## config.mk

```make
export PLATFORM = sky130hd
export DESIGN_NAME = xor_key_base64_encoder_flat
export DESIGN_NICKNAME = d
export VERILOG_FILES = /design/src/hw/rtl/xkb_pkg.sv /design/src/hw/rtl/xkb_ifs.sv /design/src/hw/rtl/xkb_cfg_regs.sv /design/src/hw/rtl/xkb_encoder.sv /design/src/hw/rtl/xkb_char_out.sv /design/src/hw/rtl/xor_key_base64_encoder.sv /design/src/flat_wrapper.sv
export SDC_FILE = /design/constraint.sdc
export NUM_CORES = 1
export LEC_CHECK = 0
export BUFFER_PORTS_ARGS = -buffer_cell sky130_fd_sc_hd__buf_2
export CORE_ASPECT_RATIO = 0.9
export CORE_MARGIN = 1.5
export CORE_UTILIZATION = 55
export DETAILED_ROUTE_END_ITERATION = 16
export HOLD_SLACK_MARGIN = 0.15
export PLACE_DENSITY = 0.79
export RECOVER_POWER = 50
export SKIP_LAST_GASP = 1
export SLEW_MARGIN = 20
export SYNTH_ARGS = -nofsm -noshare
export SYNTH_HDL_FRONTEND = slang
export SYNTH_HIERARCHICAL = 1
export SYNTH_SLANG_ARGS = --single-unit
```

## constraint.sdc

```tcl
create_clock -name clk -period 4.1 [get_ports clk]
set_input_delay 0.41 -clock clk [delete_from_list [all_inputs] [get_ports clk]]
set_output_delay 0.41 -clock clk [all_outputs]
set_load 0.02 [all_outputs]
```

## src/hw/rtl/xkb_pkg.sv

```systemverilog
// Package for the repeating-key XOR base64 encoder: widths, register
// indexes, the word type between encoder and character buffer, and the
// base64 alphabet. No dependencies.
`timescale 1ns / 1ps

package xkb_pkg;

  localparam int KEY_BYTES = 8;
  localparam int KEY_W     = 8 * KEY_BYTES;
  localparam int POS_W     = 3;
  localparam int LEN_W     = 4;
  localparam int DATA_W    = 64;
  localparam int ADDR_W    = 4;
  localparam int MAX_CHARS = 4;
  localparam int CIDX_W    = 2;

  // Register index, taken from paddr[3] (registers sit on 8-byte strides).
  localparam logic REG_KEY_BYTES  = 1'b0;
  localparam logic REG_KEY_LENGTH = 1'b1;

  localparam logic [7:0] PAD_CHAR = 8'h3D;

  // One to four characters produced by a single message byte.
  typedef struct packed {
    logic [MAX_CHARS-1:0][7:0] chars;
    logic [CIDX_W-1:0]         last_idx;
    logic                      eom;
  } burst_t;

  // Map a 6-bit group to its standard base64 character.
  function automatic logic [7:0] b64_char(input logic [5:0] v);
    logic [7:0] w;
    logic [7:0] c;
    w = {2'b00, v};
    priority if (v < 6'd26) begin
      c = 8'h41 + w;
    end else if (v < 6'd52) begin
      c = 8'h61 + w - 8'd26;
    end else if (v < 6'd62) begin
      c = 8'h30 + w - 8'd52;
    end else if (v == 6'd62) begin
      c = 8'h2B;
    end else begin
      c = 8'h2F;
    end
    return c;
  endfunction

endpackage

```

## src/hw/rtl/xkb_ifs.sv

```systemverilog
// Channel interfaces of the encoder: message bytes in, characters out.
// Uses nothing but plain logic signals.
`timescale 1ns / 1ps

interface xkb_byte_if;
  logic       valid;
  logic       ready;
  logic [7:0] data_byte;
  logic       end_of_message;
  modport source(output valid, data_byte, end_of_message, input ready);
  modport sink(input valid, data_byte, end_of_message, output ready);
endinterface

interface xkb_char_if;
  logic       valid;
  logic       ready;
  logic [7:0] text_char;
  logic       last_char;
  modport source(output valid, text_char, last_char, input ready);
  modport sink(input valid, text_char, last_char, output ready);
endinterface

```

## src/hw/rtl/xkb_cfg_regs.sv

```systemverilog
// APB-style register file holding the key and its length, plus the
// clamped key length used by the encoder. Depends on xkb_pkg.
`timescale 1ns / 1ps

module xkb_cfg_regs (
  input  logic                        clk,
  input  logic                        rst,
  input  logic                        psel,
  input  logic                        penable,
  input  logic                        pwrite,
  input  logic [xkb_pkg::ADDR_W-1:0]  paddr,
  input  logic [xkb_pkg::DATA_W-1:0]  pwdata,
  output logic [xkb_pkg::DATA_W-1:0]  prdata,
  output logic                        pready,
  output logic [xkb_pkg::KEY_W-1:0]   key_bytes,
  output logic [xkb_pkg::LEN_W-1:0]   active_len
);

  logic [xkb_pkg::LEN_W-1:0] key_length;
  logic                      wr_en;
  logic                      reg_sel;

  assign pready  = 1'b1;
  assign reg_sel = paddr[3];
  assign wr_en   = psel && penable && pwrite && pready;

  always_ff @(posedge clk) begin
    if (rst) begin
      key_bytes  <= '0;
      key_length <= xkb_pkg::LEN_W'(1);
    end else if (wr_en) begin
      unique case (reg_sel)
        xkb_pkg::REG_KEY_BYTES:  key_bytes  <= pwdata[xkb_pkg::KEY_W-1:0];
        xkb_pkg::REG_KEY_LENGTH: key_length <= pwdata[xkb_pkg::LEN_W-1:0];
        default: ;
      endcase
    end
  end

  always_comb begin
    unique case (reg_sel)
      xkb_pkg::REG_KEY_BYTES:  prdata = xkb_pkg::DATA_W'(key_bytes);
      xkb_pkg::REG_KEY_LENGTH: prdata = xkb_pkg::DATA_W'(key_length);
      default:                 prdata = '0;
    endcase
  end

  // A zero length counts as one; anything beyond the key store saturates.
  always_comb begin
    priority if (key_length == '0) begin
      active_len = xkb_pkg::LEN_W'(1);
    end else if (key_length > xkb_pkg::LEN_W'(xkb_pkg::KEY_BYTES)) begin
      active_len = xkb_pkg::LEN_W'(xkb_pkg::KEY_BYTES);
    end else begin
      active_len = key_length;
    end
  end

endmodule

```

## src/hw/rtl/xkb_encoder.sv

```systemverilog
// Input register, key/group state and the XOR plus base64 logic that turns
// one byte into a word of one to four characters. Depends on xkb_pkg, xkb_ifs.
`timescale 1ns / 1ps

module xkb_encoder (
  input  logic                       clk,
  input  logic                       rst,
  xkb_byte_if.sink                   msg,
  input  logic [xkb_pkg::KEY_W-1:0]  key_bytes,
  input  logic [xkb_pkg::LEN_W-1:0]  active_len,
  output logic                       burst_valid,
  input  logic                       burst_ready,
  output xkb_pkg::burst_t            burst
);

  logic                      in_valid;
  logic [7:0]                in_byte;
  logic                      in_eom;
  logic [xkb_pkg::POS_W-1:0] key_position;
  logic [1:0]                group_phase;
  logic [3:0]                leftover_bits;

  logic [xkb_pkg::POS_W-1:0] key_position_next;
  logic [1:0]                group_phase_next;
  logic [3:0]                leftover_bits_next;

  logic                      take;
  logic [7:0]                key_byte;
  logic [7:0]                x;
  logic [xkb_pkg::LEN_W-1:0] pos_inc;
  logic [1:0]                step_phase;
  logic [3:0]                step_left;
  logic [xkb_pkg::POS_W-1:0] step_pos;

  assign take        = in_valid && burst_ready;
  assign msg.ready   = !in_valid || take;
  assign burst_valid = in_valid;

  assign key_byte = key_bytes[{key_position, 3'b000} +: 8];
  assign x        = in_byte ^ key_byte;
  assign pos_inc  = xkb_pkg::LEN_W'(key_position) + xkb_pkg::LEN_W'(1);
  assign step_pos = (pos_inc >= active_len) ? '0 : pos_inc[xkb_pkg::POS_W-1:0];

  always_comb begin
    burst.chars = '0;
    burst.eom   = in_eom;
    unique case (group_phase)
      2'd1: begin
        burst.chars[0] = xkb_pkg::b64_char({leftover_bits[1:0], x[7:4]});
        burst.last_idx = 2'd0;
        step_left      = x[3:0];
        step_phase     = 2'd2;
      end
      2'd2: begin
        burst.chars[0] = xkb_pkg::b64_char({leftover_bits, x[7:6]});
        burst.chars[1] = xkb_pkg::b64_char(x[5:0]);
        burst.last_idx = 2'd1;
        step_left      = 4'd0;
        step_phase     = 2'd0;
      end
      default: begin
        burst.chars[0] = xkb_pkg::b64_char(x[7:2]);
        burst.last_idx = 2'd0;
        step_left      = {2'b00, x[1:0]};
        step_phase     = 2'd1;
      end
    endcase

    // On the final byte, flush the partial character and pad the group.
    if (in_eom) begin
      unique case (step_phase)
        2'd1: begin
          burst.chars[1] = xkb_pkg::b64_char({step_left[1:0], 4'b0000});
          burst.chars[2] = xkb_pkg::PAD_CHAR;
          burst.chars[3] = xkb_pkg::PAD_CHAR;
          burst.last_idx = 2'd3;
        end
        2'd2: begin
          burst.chars[1] = xkb_pkg::b64_char({step_left, 2'b00});
          burst.chars[2] = xkb_pkg::PAD_CHAR;
          burst.last_idx = 2'd2;
        end
        default: ;
      endcase
      key_position_next  = '0;
      group_phase_next   = 2'd0;
      leftover_bits_next = 4'd0;
    end else begin
      key_position_next  = step_pos;
      group_phase_next   = step_phase;
      leftover_bits_next = step_left;
    end
  end

  always_ff @(posedge clk) begin
    if (rst) begin
      in_valid      <= 1'b0;
      key_position  <= '0;
      group_phase   <= 2'd0;
      leftover_bits <= 4'd0;
    end else begin
      if (msg.ready) begin
        in_valid <= msg.valid;
      end
      if (take) begin
        key_position  <= key_position_next;
        group_phase   <= group_phase_next;
        leftover_bits <= leftover_bits_next;
      end
    end
  end

  always_ff @(posedge clk) begin
    if (msg.valid && msg.ready) begin
      in_byte <= msg.data_byte;
      in_eom  <= msg.end_of_message;
    end
  end

endmodule

```

## src/hw/rtl/xkb_char_out.sv

```systemverilog
// Result register: holds one word of characters and hands them out one per
// cycle while the output channel is ready. Depends on xkb_pkg, xkb_ifs.
`timescale 1ns / 1ps

module xkb_char_out (
  input  logic              clk,
  input  logic              rst,
  input  logic              burst_valid,
  output logic              burst_ready,
  input  xkb_pkg::burst_t   burst,
  xkb_char_if.source        text
);

  logic                       buf_valid;
  xkb_pkg::burst_t            held;
  logic [xkb_pkg::CIDX_W-1:0] idx;
  logic                       at_last;
  logic                       load;

  assign at_last     = (idx == held.last_idx);
  assign burst_ready = !buf_valid || (text.ready && at_last);
  assign load        = burst_valid && burst_ready;

  assign text.valid     = buf_valid;
  assign text.text_char = held.chars[idx];
  assign text.last_char = held.eom && at_last;

  always_ff @(posedge clk) begin
    if (rst) begin
      buf_valid <= 1'b0;
      idx       <= '0;
    end else if (load) begin
      buf_valid <= 1'b1;
      idx       <= '0;
    end else if (buf_valid && text.ready) begin
      if (at_last) begin
        buf_valid <= 1'b0;
      end else begin
        idx <= idx + xkb_pkg::CIDX_W'(1);
      end
    end
  end

  always_ff @(posedge clk) begin
    if (load) begin
      held <= burst;
    end
  end

endmodule

```

## src/hw/rtl/xor_key_base64_encoder.sv

```systemverilog
// Repeating-key XOR base64 encoder, top level. Depends on xkb_pkg, xkb_ifs,
// xkb_cfg_regs, xkb_encoder and xkb_char_out.
// Path: an accepted byte passes the input register, then the character buffer,
// before its first character shows. Throughput: one character per cycle while
// the output is ready; a byte yields one or two characters, up to four on the last.
// Reset (rst, synchronous): key 0, key length 1, key position and phase zero.
`timescale 1ns / 1ps

module xor_key_base64_encoder (
  input  logic                        clk,
  input  logic                        rst,
  xkb_byte_if.sink                    msg,
  xkb_char_if.source                  text,
  input  logic                        psel,
  input  logic                        penable,
  input  logic                        pwrite,
  input  logic [xkb_pkg::ADDR_W-1:0]  paddr,
  input  logic [xkb_pkg::DATA_W-1:0]  pwdata,
  output logic [xkb_pkg::DATA_W-1:0]  prdata,
  output logic                        pready
);

  // Configuration: the key sits at byte address 0, its length at address 8.
  // The encoder sees the length already clamped to one through the key size.
  logic [xkb_pkg::KEY_W-1:0] key_bytes;
  logic [xkb_pkg::LEN_W-1:0] active_len;

  // A word here is the group of one to four characters that one message
  // byte produces, passed from the encoder to the character buffer.
  logic            burst_valid;
  logic            burst_ready;
  xkb_pkg::burst_t burst;

  xkb_cfg_regs u_cfg (
    .clk        (clk),
    .rst        (rst),
    .psel       (psel),
    .penable    (penable),
    .pwrite     (pwrite),
    .paddr      (paddr),
    .pwdata     (pwdata),
    .prdata     (prdata),
    .pready     (pready),
    .key_bytes  (key_bytes),
    .active_len (active_len)
  );

  // The encoder registers the incoming byte, then XORs it with the key byte
  // at the current position and cuts the result into base64 characters. Its
  // key position, group phase and leftover bits advance only when the word
  // moves on to the character buffer, so a stalled output freezes the state.
  xkb_encoder u_enc (
    .clk         (clk),
    .rst         (rst),
    .msg         (msg),
    .key_bytes   (key_bytes),
    .active_len  (active_len),
    .burst_valid (burst_valid),
    .burst_ready (burst_ready),
    .burst       (burst)
  );

  // The character buffer refills in the same cycle as its last character
  // leaves, so the output channel can stream without gaps while the input
  // register already holds the next byte.
  xkb_char_out u_out (
    .clk         (clk),
    .rst         (rst),
    .burst_valid (burst_valid),
    .burst_ready (burst_ready),
    .burst       (burst),
    .text        (text)
  );

endmodule
```

## src/flat_wrapper.sv

```systemverilog
// flat-port wrapper written by rule: the top's interface ports become plain ports
module xor_key_base64_encoder_flat 
  (clk, rst, psel, penable, pwrite, paddr, pwdata, prdata, pready, msg_valid, msg_data_byte, msg_end_of_message, msg_ready, text_valid, text_text_char, text_last_char, text_ready);
  xkb_byte_if msg_i ();
  xkb_char_if text_i ();
  input  logic clk;
  input  logic rst;
  input  logic psel;
  input  logic penable;
  input  logic pwrite;
  input  logic [xkb_pkg::ADDR_W-1:0] paddr;
  input  logic [xkb_pkg::DATA_W-1:0] pwdata;
  output logic [xkb_pkg::DATA_W-1:0] prdata;
  output logic pready;
  input wire logic [$bits(msg_i.valid)-1:0] msg_valid;
  input wire logic [$bits(msg_i.data_byte)-1:0] msg_data_byte;
  input wire logic [$bits(msg_i.end_of_message)-1:0] msg_end_of_message;
  output wire logic [$bits(msg_i.ready)-1:0] msg_ready;
  output wire logic [$bits(text_i.valid)-1:0] text_valid;
  output wire logic [$bits(text_i.text_char)-1:0] text_text_char;
  output wire logic [$bits(text_i.last_char)-1:0] text_last_char;
  input wire logic [$bits(text_i.ready)-1:0] text_ready;
  assign msg_i.valid = msg_valid;
  assign msg_i.data_byte = msg_data_byte;
  assign msg_i.end_of_message = msg_end_of_message;
  assign msg_ready = msg_i.ready;
  assign text_valid = text_i.valid;
  assign text_text_char = text_i.text_char;
  assign text_last_char = text_i.last_char;
  assign text_i.ready = text_ready;
  xor_key_base64_encoder u_core (.clk(clk), .rst(rst), .msg(msg_i), .text(text_i), .psel(psel), .penable(penable), .pwrite(pwrite), .paddr(paddr), .pwdata(pwdata), .prdata(prdata), .pready(pready));
endmodule
```

==> results.py, run 1 <==
metrics = {
    "logic_synthesis": {
        "ys_seq_area_share_pct": 33.9,
        "yosys_warnings": 6,
        "ys_top_cells_by_area": "dfxtp_1 (19%), edfxtp_1 (15%), mux2i_1 (12%), nand2b_1 (9.8%), nor2b_1 (5.1%)",
        "synth_most_common_cell": "nand2b_1",
        "synth-edff-count": 44,
        "synth_top_area_cell": "dfxtp_1",
        "syn_inst": 922,
        "synth-seq-cells": 125,
        "syn-mean-instance-area_sq_um": 9.43,
        "synth_area_sq_mm": 0.00869,
        "yosys.cell_types.count": 77,
        "ys_top_cells_by_count": "nand2b_1 (136), mux2i_1 (104), dfxtp_1 (81)",
        "synth_top_cell_area_share_pct": 18.7,
        "ys_async_sr_fraction_pct": 0,
        "synthFlopType": "dfxtp_1",
    },
    "layout": {
        "seqCellArea_sq_mm": 0.00294,
        "nets": 1163,
        "multiInputGateArea_sq_mm": 0.00514,
        "drive_above_1_share_pct": 19.9,
        "fill_cells": 1242,
        "syn_to_final_growth_pct": 16.0,
    },
    "global_routing": {
        "overflow": 0,
        "grt_pass1_wl_mm": 37.5,
        "antenna_found_initial": 1,
        "grt_pass1_vias": 7028,
        "grt_use_total_pct": 29.3,
        "grt_max_degree": 81,
    },
    "floorplanning": {
        "die_h_um": 122,
        "start_util_pct": 56.3,
        "die-area_sq_mm": 0.0166,
        "pin_count": 160,
        "rows": 43,
        "die_x_um": 136,
        "coreArea_sq_mm": 0.0154,
    },
    "outcome": {
        "violations": "max-capacitance violations, max-slew violations",
        "status": "finished with violations",
    },
    "detailed_routing": {
        "drtIter0Drc": 848,
        "drc_errors": 0,
        "dr.pass1.iters": 7,
        "postRouteAntennaNets": 0,
        "wirelength_mm": 23.7,
        "viasPerCell": 5.97,
        "wl_per_cell_um": 18.7,
        "vias": 7554,
    },
    "timing": {
        "rsz0062_at_grt": "no",
        "worstMarginPinSlew_ns": 1.92,
        "fin_crit_sh_pct": 93.6,
        "fmax_mhz": 261,
        "finalSetupTns_ns": 0,
        "hold_viol_final": 0,
        "skew_ns": 0.0103,
        "period_needed_ns": 3.84,
        "slew_violations": 66,
        "setup_ws_ns": 0.261,
        "relSlewSlack_pct": -28.4,
        "setup_viol_count_final": 0,
    },
    "power": {
        "ir_drop_v": 0.000309,
        "power.density_mw_per_mm2": 349,
        "p_leak_nw": 3.78,
    },
    "cts": {
        "worstSkewPairLatency_ns": 0.43,
        "clk_path_buf_depth": 2,
        "cts.sinks": 125,
        "clkTransAtPathRegs_ns": 0.06,
        "clockRootBuffer": "clkbuf_16",
        "cts_setup_buffers": 0,
        "cts_tree": "built",
        "htreeDepth": 4,
        "cts_buffers": 17,
    },
    "setup_path": {
        "crit_path_start_kind": "flip-flop",
        "cp_max_fo": 20,
        "path_class": "reg2reg",
        "cp.arrival_ns": 4.04,
        "startpoint": "u_core/u_enc/key_position[0]",
        "end_kind": "flip-flop",
        "worstReg2RegStart": "u_core/u_enc/key_position[0]",
        "crit_required_ns": 4.30,
    },
    "placed_design": {
        "place_ws_ns": 0.472,
        "hpwl_mm": 16.7,
        "io_buffer_count": 155,
        "gp_congestion": 0.969,
    },
    "worst_hold_path": {
        "hold_class": "in2reg",
        "worstHoldStart": "msg_data_byte[0]",
    },
    "run": {
        "drv_cap": 3,
    },
}
-- final timing paths --
path | endpoint | slack, ns | depth (start not counted)
worst max register to register | u_core/u_out/held[10] | 0.26 | 13
worst min-delay path | u_core/u_enc/in_byte[0] | 0.17 | 1
worst max-delay path | u_core/u_out/held[10] | 0.26 | 13
worst min register to register | u_core/u_cfg/key_bytes[5] | 0.49 | 2
-- state kept, by name (all words and copies together), names as in the netlist --
register,cells
u_core/u_cfg/key_bytes,64
u_core/u_cfg/key_length,4
u_core/u_enc/burst_valid,1
u_core/u_enc/group_phase,2
u_core/u_enc/in_byte,8
u_core/u_enc/in_eom,1
u_core/u_enc/key_position,3
u_core/u_enc/leftover_bits,4
u_core/u_out/held,35
u_core/u_out/idx,2
u_core/u_out/text.valid,1
-- repair_timing --
item / CTS / global route
hold endpoints to repair: 6 / 0
hold buffers: 6 / 0
gates resized for setup: 0 / 0
-- cells by family after synthesis --
kind of cell	count (synthesis)	synth area share, %
other cells	2	0.0864
simple gates	359	23.6
fa+ha+maj	29	4.17
buf+inv	110	7.14
compound gates	163	13.8
xor+xnor	16	2.39
mux	118	15.0
flops	125	33.9
-- power by group --
group	internal (mW)	leakage, nW	total (mW)	switching [mW]
Sequential	1.34	1.07	1.37	0.0351
Clock	0.998	0.315	1.62	0.618
Combinational	0.216	2.40	0.538	0.321
Total	2.55	3.78	3.53	0.974
-- through the flow --
stage | instances | cell area, sq um | power, mW | hold slack (ns) | utilization (%)
floorplan | 927 | 8710 | 1.77 | 0.456 | -
CTS | 1265 | 10100 | 3.55 | 0.152 | 65.7
global route | 1266 | 10100 | 3.64 | 0.162 | 65.3
global placement | 1227 | 9450 | 1.91 | 0.469 | 61.2
detailed placement | 1227 | 9450 | 1.92 | 0.477 | 61.2
finish | 1266 | 10100 | 3.53 | 0.170 | 65.3
-- per-layer routing --
layer,track usage (%),wire length [um]
met1,41.7,10300
met5,0,0
met3,6.07,2330
met2,44.4,10500
met4,10.0,550
-- cell type report --
class	count	share of cell area, %
Antenna cell	1	0.0248
Clock buffer	20	4.85
Clock inverter	12	1.45
Inverter	29	1.10
Multi-Input combinational cell	692	50.9
Sequential cell	125	29.2
Tap cell	202	2.51
Timing Repair Buffer	185	9.96
-- cell usage in the layout (no fill, tap or decap), drive strengths merged, types with 7 or more instances in the layout --
master,n
edfxtp,44
nand3,15
mux4,9
nor2,45
mux2i,104
dfxtp,81
nor3,16
clkbuf,58
conb,7
o211ai,12
clkinv,7
ha,29
buf,141
a21oi,28
xnor2,12
o21ai,22
a21o,7
o31ai,7
a31oi,9
a22oi,15
nand2b,136
nand4,8
nor2b,71
and2,7
inv,32
nand2,34
a211oi,9
-- worst max-delay path, stage by stage (launching register included) --
cell and delay [ns]:
dfxtp_1 0.36, buf_12 0.19, mux2i_1 0.41, a22oi_1 0.14, and2_1 0.22, xor2_2 0.18, ha_1 0.26, nand2_1 0.16
nor2_1 0.07, a311o_1 0.38, or4_1 0.43, o22ai_1 0.26, a32oi_1 0.17, o22ai_1 0.38
Note: power is estimated with default switching activity, not from simulation.
==> inputs of run 2 (changes only) <==
- CORE_MARGIN: 1.5 -> 3
- CORE_UTILIZATION: 55 -> 35
- PLACE_DENSITY: 0.79 -> not set
==> results.py, run 2 (synthesized netlist as in run 1, its figures left out) <==
metrics = {
    "floorplanning": {
        "die-area_sq_mm": 0.0268,
        "coreArea_sq_mm": 0.0243,
        "rows": 54,
        "die_x_um": 172,
        "pin_count": 160,
        "start_util_pct": 35.7,
        "die_h_um": 156,
    },
    "layout": {
        "top_regs": "u_core/u_cfg/key_bytes: 64 flops, u_core/u_out/held: 35 flops, u_core/u_enc/in_byte: 8 flops",
        "multiInputGateArea_sq_mm": 0.00514,
        "final_common_cell": "nand2b_1",
        "seqCellArea_sq_mm": 0.00294,
        "nets": 1158,
        "syn_to_final_growth_pct": 16.5,
        "final_cell_mix": "nand2b_1 (136), buf_2 (124), mux2i_1 (104), dfxtp_1 (81), nor2b_1 (71)",
        "regMostFlops": "u_core/u_cfg/key_bytes",
        "fin_util_pct": 41.6,
        "design_area_sq_mm": 0.0101,
        "drive_above_1_share_pct": 20.2,
        "fill_cells": 2496,
        "largest_reg_flops": 64,
    },
    "power": {
        "ir_drop_v": 0.000258,
        "totalPowerFinal_mw": 3.45,
        "p_leak_nw": 3.76,
        "power.density_mw_per_mm2": 341,
    },
    "setup_path": {
        "crit_path_start_kind": "flip-flop",
        "r2r.worst_path.cells": 13,
        "r2r_end": "u_core/u_out/held[8]",
        "cp.arrival_ns": 3.94,
        "end_kind": "flip-flop",
        "crit_required_ns": 4.27,
        "worstReg2RegStart": "u_core/u_enc/key_position[2]",
        "cp_max_fo": 13,
        "path_class": "reg2reg",
        "rrSetupSlack_ns": 0.33,
    },
    "cts": {
        "clk_path_buf_depth": 2,
        "cts_tree": "built",
        "clkTransAtPathRegs_ns": 0.06,
        "worstSkewPairLatency_ns": 0.42,
        "clockRootBuffer": "clkbuf_16",
        "cts_buffers": 17,
        "cts.sinks": 125,
        "htreeDepth": 4,
    },
    "global_routing": {
        "grt_pass1_wl_mm": 38.9,
        "overflow": 0,
        "grt_pass1_vias": 6848,
        "grt_use_total_pct": 18.5,
        "antenna_found_initial": 1,
        "grt_max_degree": 147,
    },
    "worst_hold_path": {
        "hold_class": "in2reg",
        "worstHoldStart": "msg_end_of_message",
        "hold_path_end": "u_core/u_enc/in_eom",
        "hold_path_depth": 1,
    },
    "timing": {
        "relSlewSlack_pct": -34.6,
        "setup_ws_ns": 0.335,
        "skew_ns": 0.0192,
        "finalSetupTns_ns": 0,
        "period_needed_ns": 3.77,
        "rsz0062_at_grt": "no",
        "fin_crit_sh_pct": 91.8,
        "slew_violations": 93,
        "worstMarginPinSlew_ns": 2.02,
        "setup_viol_count_final": 0,
        "hold_viol_final": 0,
        "fmax_mhz": 266,
    },
    "outcome": {
        "violations": "max-capacitance violations, max-slew violations",
        "status": "finished with violations",
    },
    "detailed_routing": {
        "drc_errors": 0,
        "dr.pass1.iters": 5,
        "wl_per_cell_um": 18.1,
        "drtIter0Drc": 576,
        "postRouteAntennaNets": 0,
        "viasPerCell": 5.31,
        "highest_layer": "met4",
        "vias": 7260,
        "dr_wl_met3_mm": 1.44,
        "met2_length_mm": 11.3,
        "wirelength_mm": 24.8,
        "wl_met1_mm": 11.7,
    },
    "placed_design": {
        "place_area_sq_mm": 0.00955,
        "place_ws_ns": 0.355,
        "gp_congestion": 0.895,
        "hpwl_mm": 18.0,
        "io_buffer_count": 155,
    },
    "run": {
        "drv_cap": 3,
    },
}
run 2: cell types whose count changed in the layout (fill, tap and decap cells not counted), sizes merged:
cell / before / now
clkbuf: 58 / 50
buf: 141 / 144
dlygate4sd3: 6 / 3
inv: 32 / 35
clkinv: 7 / 6
clkinvlp: 0 / 1
diode: 1 / 2
run 2: power by group:
part / internal [mW] / switching (mW)
sequential: 1.34 / 0.0317
clock: 0.917 / 0.633
combinational: 0.214 / 0.322
total: 2.47 / 0.987
run 2: worst max-delay path: stages, from the launching register on:
cell and delay, ns:
dfxtp_1 0.56, nor2b_1 0.38, a22oi_1 0.14, nand2_1 0.13
xnor2_2 0.15, inv_2 0.17, ha_1 0.29, inv_1 0.13
nand2_1 0.20, a311o_1 0.37, or4_1 0.43, o221ai_1 0.19
a21oi_1 0.07, o31a_1 0.30
run 2: how the worst max path moves through the flow:
stage | end | start | slack [ns] | depth (start not counted)
after floorplan | u_core/u_out/held[8] | u_core/u_enc/key_position[1] | 0.56 | 16
after detailed placement | u_core/u_out/held[8] | u_core/u_enc/key_position[2] | 0.36 | 13
after CTS | u_core/u_out/held[8] | u_core/u_enc/key_position[2] | 0.35 | 13
final | u_core/u_out/held[8] | u_core/u_enc/key_position[2] | 0.33 | 13
after global placement | u_core/u_out/held[8] | u_core/u_enc/key_position[2] | 0.40 | 13
after global routing | u_core/u_out/held[8] | u_core/u_enc/key_position[2] | 0.05 | 13
run 2: through the flow:
stage	std cells	hold WS, ns
4_1_cts	1366	0.150
5_1_grt	1367	0.157
6_report	1368	0.172
2_1_floorplan	927	0.456
3_3_place_gp	1331	0.469
3_5_place_dp	1331	0.475
run 2: cell type report:
| class | instances | area share [%] |
|---|---|---|
| multi-input cells | 692 | 50.7 |
| well taps | 308 | 3.81 |
| flip-flops and latches | 125 | 29.1 |
| repair buffers | 180 | 9.29 |
| clock buffers | 17 | 4.20 |
| inverters | 29 | 1.10 |
| clock inverters | 15 | 1.74 |
| diodes | 2 | 0.0494 |
run 2: repair_timing:
action                                 CTS  global route
gates resized for setup                  0             0
buffers inserted                         0             0
hold buffers                             3             0
endpoints found under the hold margin    3             0
run 2: routing by layer:
layer | up-vias | track usage, %
li1 | 3517 | -
met1 | 3473 | 27.2
met2 | 243 | 27.8
met3 | 27 | 3.56
met4 | 0 | 4.87
met5 | - | 0
